===== config.mk =====
export PLATFORM = sky130hd
export DESIGN_NAME = glob_to_like_convert_core_flat
export DESIGN_NICKNAME = d
export VERILOG_FILES = /design/src/rtl/gtl_pkg.sv /design/src/rtl/gtl_in_if.sv /design/src/rtl/gtl_out_if.sv /design/src/rtl/glob_to_like_convert_core.sv /design/src/flat_wrapper.sv
export SDC_FILE = /design/constraint.sdc
export NUM_CORES = 1
export LEC_CHECK = 0
export BUFFER_PORTS_ARGS = -buffer_cell sky130_fd_sc_hd__buf_4
export CAP_MARGIN = 20
export CELL_PAD_IN_SITES_DETAIL_PLACEMENT = 1
export CELL_PAD_IN_SITES_GLOBAL_PLACEMENT = 1
export CORE_AREA = 2 2 159 146
export DETAILED_ROUTE_END_ITERATION = 10
export DIE_AREA = 0 0 161 148
export PLACE_DENSITY_LB_ADDON = 0.08
export SLEW_MARGIN = 0
export SYNTH_ARGS = -nofsm -noshare
export SYNTH_HDL_FRONTEND = slang
export SYNTH_SLANG_ARGS = --single-unit
export TNS_END_PERCENT = 30

===== constraint.sdc =====
create_clock -name clk -period 4.12 [get_ports clk]
set_input_delay 0.206 -clock clk [delete_from_list [all_inputs] [get_ports clk]]
set_output_delay 0.206 -clock clk [all_outputs]
set_load 0.02 [all_outputs]

===== src/rtl/gtl_pkg.sv =====
// ----------------------------------------------------------------------------
// gtl_pkg
// Shared constants and types for the glob to LIKE pattern converter.
// ----------------------------------------------------------------------------
`default_nettype none

package gtl_pkg;

    localparam logic [7:0] CH_PERCENT    = 8'h25;
    localparam logic [7:0] CH_UNDERSCORE = 8'h5F;
    localparam logic [7:0] CH_SLASH      = 8'h2F;
    localparam logic [7:0] CH_STAR       = 8'h2A;
    localparam logic [7:0] CH_QUESTION   = 8'h3F;

    // Most result bytes one input byte can release.
    localparam int unsigned MAX_RESULTS = 3;

    // Output queue geometry.
    localparam int unsigned QUEUE_DEPTH = 8;
    localparam int unsigned QUEUE_AW    = $clog2(QUEUE_DEPTH);
    localparam int unsigned QUEUE_CW    = $clog2(QUEUE_DEPTH + 1);

    typedef struct packed {
        logic [7:0] like_byte;
        logic       like_end;
    } result_t;

endpackage : gtl_pkg

`default_nettype wire


===== src/rtl/gtl_in_if.sv =====
// ----------------------------------------------------------------------------
// gtl_in_if
// Valid/ready channel that carries glob pattern bytes.
// ----------------------------------------------------------------------------
`default_nettype none

interface gtl_in_if;
    logic       valid;
    logic       ready;
    logic [7:0] pattern_byte;
    logic       pattern_end;

    modport source (output valid, output pattern_byte, output pattern_end, input ready);
    modport sink   (input valid, input pattern_byte, input pattern_end, output ready);
endinterface : gtl_in_if

`default_nettype wire


===== src/rtl/gtl_out_if.sv =====
// ----------------------------------------------------------------------------
// gtl_out_if
// Valid/ready channel that carries LIKE pattern bytes.
// ----------------------------------------------------------------------------
`default_nettype none

interface gtl_out_if;
    logic       valid;
    logic       ready;
    logic [7:0] like_byte;
    logic       like_end;

    modport source (output valid, output like_byte, output like_end, input ready);
    modport sink   (input valid, input like_byte, input like_end, output ready);
endinterface : gtl_out_if

`default_nettype wire


===== src/rtl/glob_to_like_convert_core.sv =====
// ----------------------------------------------------------------------------
// glob_to_like_convert_core
// Converts a glob pattern byte stream into a SQL LIKE pattern byte stream.
// ----------------------------------------------------------------------------
// One pattern byte is taken per clock cycle while the pattern channel is ready.
// Each transfer is converted in the same cycle and releases zero to three LIKE
// bytes into an eight-entry output queue, which drains one byte per cycle on
// the like channel while the sink is ready. The pattern channel is ready
// whenever the queue has room for three more bytes, so with a like sink that
// is always ready the block sustains one pattern byte per cycle; a stalled
// sink throttles the input through the queue fill level. The final byte of
// each converted pattern carries like_end, and the converter then starts fresh
// for the next pattern.
`default_nettype none

module glob_to_like_convert_core (
    input  wire logic   clk,
    input  wire logic   rst_n,
    gtl_in_if.sink      pattern,
    gtl_out_if.source   like
);

    localparam int unsigned AW = gtl_pkg::QUEUE_AW;
    localparam int unsigned CW = gtl_pkg::QUEUE_CW;

    // Conversion state.
    logic [7:0] held_byte_reg, held_byte_next;
    logic       held_valid_reg, held_valid_next;
    logic       star_wait_reg, star_wait_next;
    logic       skip_slash_reg, skip_slash_next;

    // Output queue.
    gtl_pkg::result_t queue_reg [gtl_pkg::QUEUE_DEPTH];
    logic [AW-1:0]    wr_ptr_reg, rd_ptr_reg;
    logic [CW-1:0]    count_reg;

    gtl_pkg::result_t res [gtl_pkg::MAX_RESULTS];
    logic [1:0]       res_count;

    logic in_xfer;
    logic out_xfer;

    assign pattern.ready = (count_reg <= CW'(gtl_pkg::QUEUE_DEPTH - gtl_pkg::MAX_RESULTS));
    assign in_xfer       = pattern.valid & pattern.ready;

    assign like.valid     = (count_reg != '0);
    assign like.like_byte = queue_reg[rd_ptr_reg].like_byte;
    assign like.like_end  = queue_reg[rd_ptr_reg].like_end;
    assign out_xfer       = like.valid & like.ready;

    // Conversion step. Emitting a byte releases the held byte and holds the new
    // one, so a slash can still be withdrawn by a following double star.
    always_comb
    begin
        logic [7:0] b;
        logic [7:0] hb;
        logic       hv;
        logic       star;
        logic       skip;
        logic       dropped;

        b       = pattern.pattern_byte;
        hb      = held_byte_reg;
        hv      = held_valid_reg;
        star    = star_wait_reg;
        skip    = skip_slash_reg;
        dropped = 1'b0;

        res_count = 2'd0;
        for (int i = 0; i < gtl_pkg::MAX_RESULTS; i++)
        begin
            res[i] = '{like_byte: 8'h00, like_end: 1'b0};
        end

        if (skip)
        begin
            skip = 1'b0;
            dropped = (b == gtl_pkg::CH_SLASH);
        end

        if (!dropped)
        begin
            if (star)
            begin
                star = 1'b0;
                if (b == gtl_pkg::CH_STAR)
                begin
                    // Double star: withdraw a held slash, then emit one percent.
                    if (hv && hb == gtl_pkg::CH_SLASH)
                    begin
                        hv = 1'b0;
                    end
                    if (hv)
                    begin
                        res[res_count] = '{like_byte: hb, like_end: 1'b0};
                        res_count = res_count + 2'd1;
                    end
                    hb   = gtl_pkg::CH_PERCENT;
                    hv   = 1'b1;
                    skip = 1'b1;
                end
                else
                begin
                    if (hv)
                    begin
                        res[res_count] = '{like_byte: hb, like_end: 1'b0};
                        res_count = res_count + 2'd1;
                    end
                    hb = gtl_pkg::CH_PERCENT;
                    hv = 1'b1;
                    if (b == gtl_pkg::CH_STAR)
                    begin
                        star = 1'b1;
                    end
                    else
                    begin
                        res[res_count] = '{like_byte: hb, like_end: 1'b0};
                        res_count = res_count + 2'd1;
                        hb = (b == gtl_pkg::CH_QUESTION) ? gtl_pkg::CH_UNDERSCORE : b;
                    end
                end
            end
            else if (b == gtl_pkg::CH_STAR)
            begin
                star = 1'b1;
            end
            else
            begin
                if (hv)
                begin
                    res[res_count] = '{like_byte: hb, like_end: 1'b0};
                    res_count = res_count + 2'd1;
                end
                hb = (b == gtl_pkg::CH_QUESTION) ? gtl_pkg::CH_UNDERSCORE : b;
                hv = 1'b1;
            end
        end

        if (pattern.pattern_end)
        begin
            if (star)
            begin
                if (hv)
                begin
                    res[res_count] = '{like_byte: hb, like_end: 1'b0};
                    res_count = res_count + 2'd1;
                end
                hb = gtl_pkg::CH_PERCENT;
                hv = 1'b1;
            end
            if (hv)
            begin
                res[res_count] = '{like_byte: hb, like_end: 1'b1};
                res_count = res_count + 2'd1;
            end
            hb   = 8'h00;
            hv   = 1'b0;
            star = 1'b0;
            skip = 1'b0;
        end

        held_byte_next  = hb;
        held_valid_next = hv;
        star_wait_next  = star;
        skip_slash_next = skip;
    end

    always_ff @(posedge clk or negedge rst_n)
    begin
        if (!rst_n)
        begin
            held_byte_reg  <= 8'h00;
            held_valid_reg <= 1'b0;
            star_wait_reg  <= 1'b0;
            skip_slash_reg <= 1'b0;
        end
        else if (in_xfer)
        begin
            held_byte_reg  <= held_byte_next;
            held_valid_reg <= held_valid_next;
            star_wait_reg  <= star_wait_next;
            skip_slash_reg <= skip_slash_next;
        end
    end

    // Queue pointers and fill level.
    always_ff @(posedge clk or negedge rst_n)
    begin
        if (!rst_n)
        begin
            wr_ptr_reg <= '0;
            rd_ptr_reg <= '0;
            count_reg  <= '0;
        end
        else
        begin
            if (in_xfer)
            begin
                wr_ptr_reg <= wr_ptr_reg + AW'(res_count);
            end
            if (out_xfer)
            begin
                rd_ptr_reg <= rd_ptr_reg + AW'(1);
            end
            count_reg <= count_reg + (in_xfer ? CW'(res_count) : CW'(0))
                                   - (out_xfer ? CW'(1) : CW'(0));
        end
    end

    // Queue payload needs no reset.
    always_ff @(posedge clk)
    begin
        if (in_xfer)
        begin
            for (int i = 0; i < gtl_pkg::MAX_RESULTS; i++)
            begin
                if (2'(i) < res_count)
                begin
                    queue_reg[wr_ptr_reg + AW'(i)] <= res[i];
                end
            end
        end
    end

endmodule : glob_to_like_convert_core

`default_nettype wire

===== src/flat_wrapper.sv =====
// flat-port wrapper written by rule: the top's interface ports become plain ports
module glob_to_like_convert_core_flat 
  (clk, rst_n, pattern_valid, pattern_pattern_byte, pattern_pattern_end, pattern_ready, like_valid, like_like_byte, like_like_end, like_ready);
  gtl_in_if pattern_i ();
  gtl_out_if like_i ();
  input  wire logic clk;
  input  wire logic rst_n;
  input wire logic [$bits(pattern_i.valid)-1:0] pattern_valid;
  input wire logic [$bits(pattern_i.pattern_byte)-1:0] pattern_pattern_byte;
  input wire logic [$bits(pattern_i.pattern_end)-1:0] pattern_pattern_end;
  output wire logic [$bits(pattern_i.ready)-1:0] pattern_ready;
  output wire logic [$bits(like_i.valid)-1:0] like_valid;
  output wire logic [$bits(like_i.like_byte)-1:0] like_like_byte;
  output wire logic [$bits(like_i.like_end)-1:0] like_like_end;
  input wire logic [$bits(like_i.ready)-1:0] like_ready;
  assign pattern_i.valid = pattern_valid;
  assign pattern_i.pattern_byte = pattern_pattern_byte;
  assign pattern_i.pattern_end = pattern_pattern_end;
  assign pattern_ready = pattern_i.ready;
  assign like_valid = like_i.valid;
  assign like_like_byte = like_i.like_byte;
  assign like_like_end = like_i.like_end;
  assign like_i.ready = like_ready;
  glob_to_like_convert_core u_core (.clk(clk), .rst_n(rst_n), .pattern(pattern_i), .like(like_i));
endmodule

==> reports/metrics.cfg <==
[worst_setup_path]
cp_data_required_time_ns=4.41
arrival_ns=4.17
crit_type=reg -> reg
crit_fanout=6
cp-end-kind=register
r2r_cells=16
start_kind=register

[timing]
maxSlewHeadroom=0.304
worst_slew_pin_slew_ns=1.04
max_freq_mhz=258
setup_viol=0
hold_viol=0
rsz0062_at_grt=no
fin_hold_ws_ns=0.164
setup_slack_ns=0.238
fin_tns_setup_ns=0
final.min_clock_period_ns=3.88
finalCritPeriodShare=0.942
fin_skew_ns=0.0119
report.final.slew_viol_count=0

[grt]
grt_max_degree=30
antenna_found_initial=0
overflow=0
grt_pass1_wl_um=37600
grt_usage=0.212
first_global_vias=5891

[pwr]
irDropWorstVdd_v=0.000202
p_per_area_nw_per_um2=676
p_clk_frac=0.171
combPwrFrac=0.533
p_int_w=0.00302
power_frac_seq=0.296
switching_power_w=0.00236
p_sw_frac=0.439
p_leak_nw=2.88

[clock_network]
path_clk_slew_ns=0.08
ctsLongestPathBuffers=2
cts_root_buf=clkbuf_16
numCtsBuffers=9
htreeDepth=3
cts_tree=yes
clock-sinks=93
clk_latency_ns=0.36
post_cts_buffers=0

[logic_synthesis]
synth_edf_count=72
synth_area_leaders=edfxtp_1, dfrtp_1, mux4_2
synth-seq-cells=93
synth_nets=700
synth.lib_cells_used.distinct=66
synth_cells=669
synth_top_area_frac=0.329
yosys_warnings=0
ys_async_sr_fraction=0.226
yosys.area.top_type=edfxtp_1
ys.flop_type=edfxtp_1
synth.yosys.seq_area_share=0.409
syn_avg_cell_area_um2=9.81
syn_area_um2=6560

[detailed_routing]
vias=5783
drc=0
vias_per_cell=5.61
drt-met1-wl_um=11700
wl_met2_um=11900
wire_per_inst_um=24.1
drt_first_pass_iters=6
drt-total-wl_um=24800
drt_iter0_drc=384
top_layer=met4
wl_met3_um=802
postRouteAntennaNets=0

[place]
dp_hpwl_um=18900
portBuffers=23
gp_congestion=0.865
dp_cells=1012
dp_slack_ns=-0.0640

[floorplanning]
start_util=0.297
die_x_um=161
num_rows=52
fp.dieArea_um2=23800
pin_count=24
coreArea_um2=22100
die_height_um=148

[hold_path]
hold_path_depth=3
hold_class=in -> reg

[status]
status=finished, final reports clean

[final_layout]
largest_register_ffs=72
layout.cells.non_filler=1030
area_delta_synth_final_pct=21.5
final_nets=759
antenna_cells=0
drive_above_1_share=0.232
fill_cells=2506

[flow_run]
drv_cap=0

-- critical path, stage by stage (launching register included) --
cell      delay (ns)
dfrtp_1         0.46
or4bb_4         0.56
nor2_4          0.16
o32ai_4         0.11
inv_1           0.10
ha_1            0.23
a21o_1          0.17
ha_1            0.27
nand2b_1        0.20
o32ai_4         0.22
nand2_2         0.12
ha_1            0.30
inv_1           0.06
ha_1            0.29
a21o_1          0.18
a21oi_1         0.19
xor2_1          0.16
-- logic make-up (layout without fill, tap and decap cells) --
group                    count (synthesis)  count (layout)  share of synthesized area
AND/OR/NAND/NOR                        229             229                      0.183
AO/OA/AOI/OAI                          203             203                      0.204
flip-flops                              93              93                      0.409
buffers and inverters                   70             134                     0.0459
multiplexers                            47              47                      0.108
adder cells (fa/ha/maj)                 18              18                     0.0366
XOR/XNOR                                 9               9                     0.0132
-- metrics by stage --
step	area [um2]	total power (W)	utilization
after detailed placement	7600	0.00446	0.343
after global routing	7970	0.00572	0.360
final	7970	0.00539	0.360
after floorplan	6580	0.00335	-
after global placement	7600	0.00439	0.343
after CTS	7930	0.00539	0.358
-- routing by layer --
metal  global-route usage  vias to the layer above
met5                    0                        -
met4               0.0629                        0
met3               0.0227                       24
met2                0.352                      111
met1                0.293                     2981
li1                     -                     2667
-- layout make-up --
cell class	count	area [um2]	share of cell area
multi-input combinational	506	3640	0.456
sequential	93	2690	0.337
timing repair buffer	98	890	0.112
tap	297	372	0.0466
clock buffer	9	225	0.0282
clock inverter	7	88.8	0.0111
inverter	20	75.1	0.00941
-- synthesized netlist by cell type, types with 6 or more instances --
cell,count
a211oi_1,23
a21oi_1,64
a221oi_1,12
a22o_1,6
a22oi_1,17
and3_1,11
buf_1,8
buf_2,10
clkbuf_1,27
dfrtp_1,21
edfxtp_1,72
ha_1,16
inv_1,20
mux2_2,10
mux2i_1,19
mux4_2,18
nand2_1,71
nand2b_1,9
nand3_1,22
nand4_1,7
nor2_1,56
nor2b_1,6
nor3_1,18
o21ai_0,31
o21ai_1,7
-- path summary, 6_finish.rpt --
kind,to,slack (ns),start
worst max-delay path,u_core.count_reg[3],0.24,u_core.held_byte_reg[4]
worst min-delay path,u_core.rd_ptr_reg[0],0.16,like_ready
max in group asynchronous,u_core.rd_ptr_reg[1],3.60,rst_n
worst max register to register,u_core.count_reg[3],0.24,u_core.held_byte_reg[4]
min in group asynchronous,u_core.held_byte_reg[2],0.27,rst_n
worst min register to register,u_core.held_byte_reg[7],0.59,u_core.held_byte_reg[7]
-- power groups by stage --
stage	logic (W)	registers, W	clock network, W
floorplan	0.00191	0.00144	0
global placement	0.00279	0.00160	0
detailed placement	0.00285	0.00161	0
CTS	0.00286	0.00159	0.000940
global route	0.00313	0.00162	0.000966
finish	0.00287	0.00159	0.000924
-- cell usage in the layout, fill, tap and decap left out, types with 19 or more instances in the layout --
cell,Yosys,layout
edfxtp_1,72,72
nor2_1,56,55
a21oi_1,64,62
inv_1,20,20
buf_4,3,83
nand2_1,71,70
a211oi_1,23,23
nand3_1,22,22
dfrtp_1,21,21
o21ai_0,31,27
mux2i_1,19,19
-- repair_timing --
action	CTS	global route
gates cloned	0	1
resized for setup	2	8
endpoints found under the setup margin	1	70
endpoints found under the hold margin	21	0
pin swaps	0	1
hold buffers	1	0
Note: power is estimated with default switching activity, not from simulation.
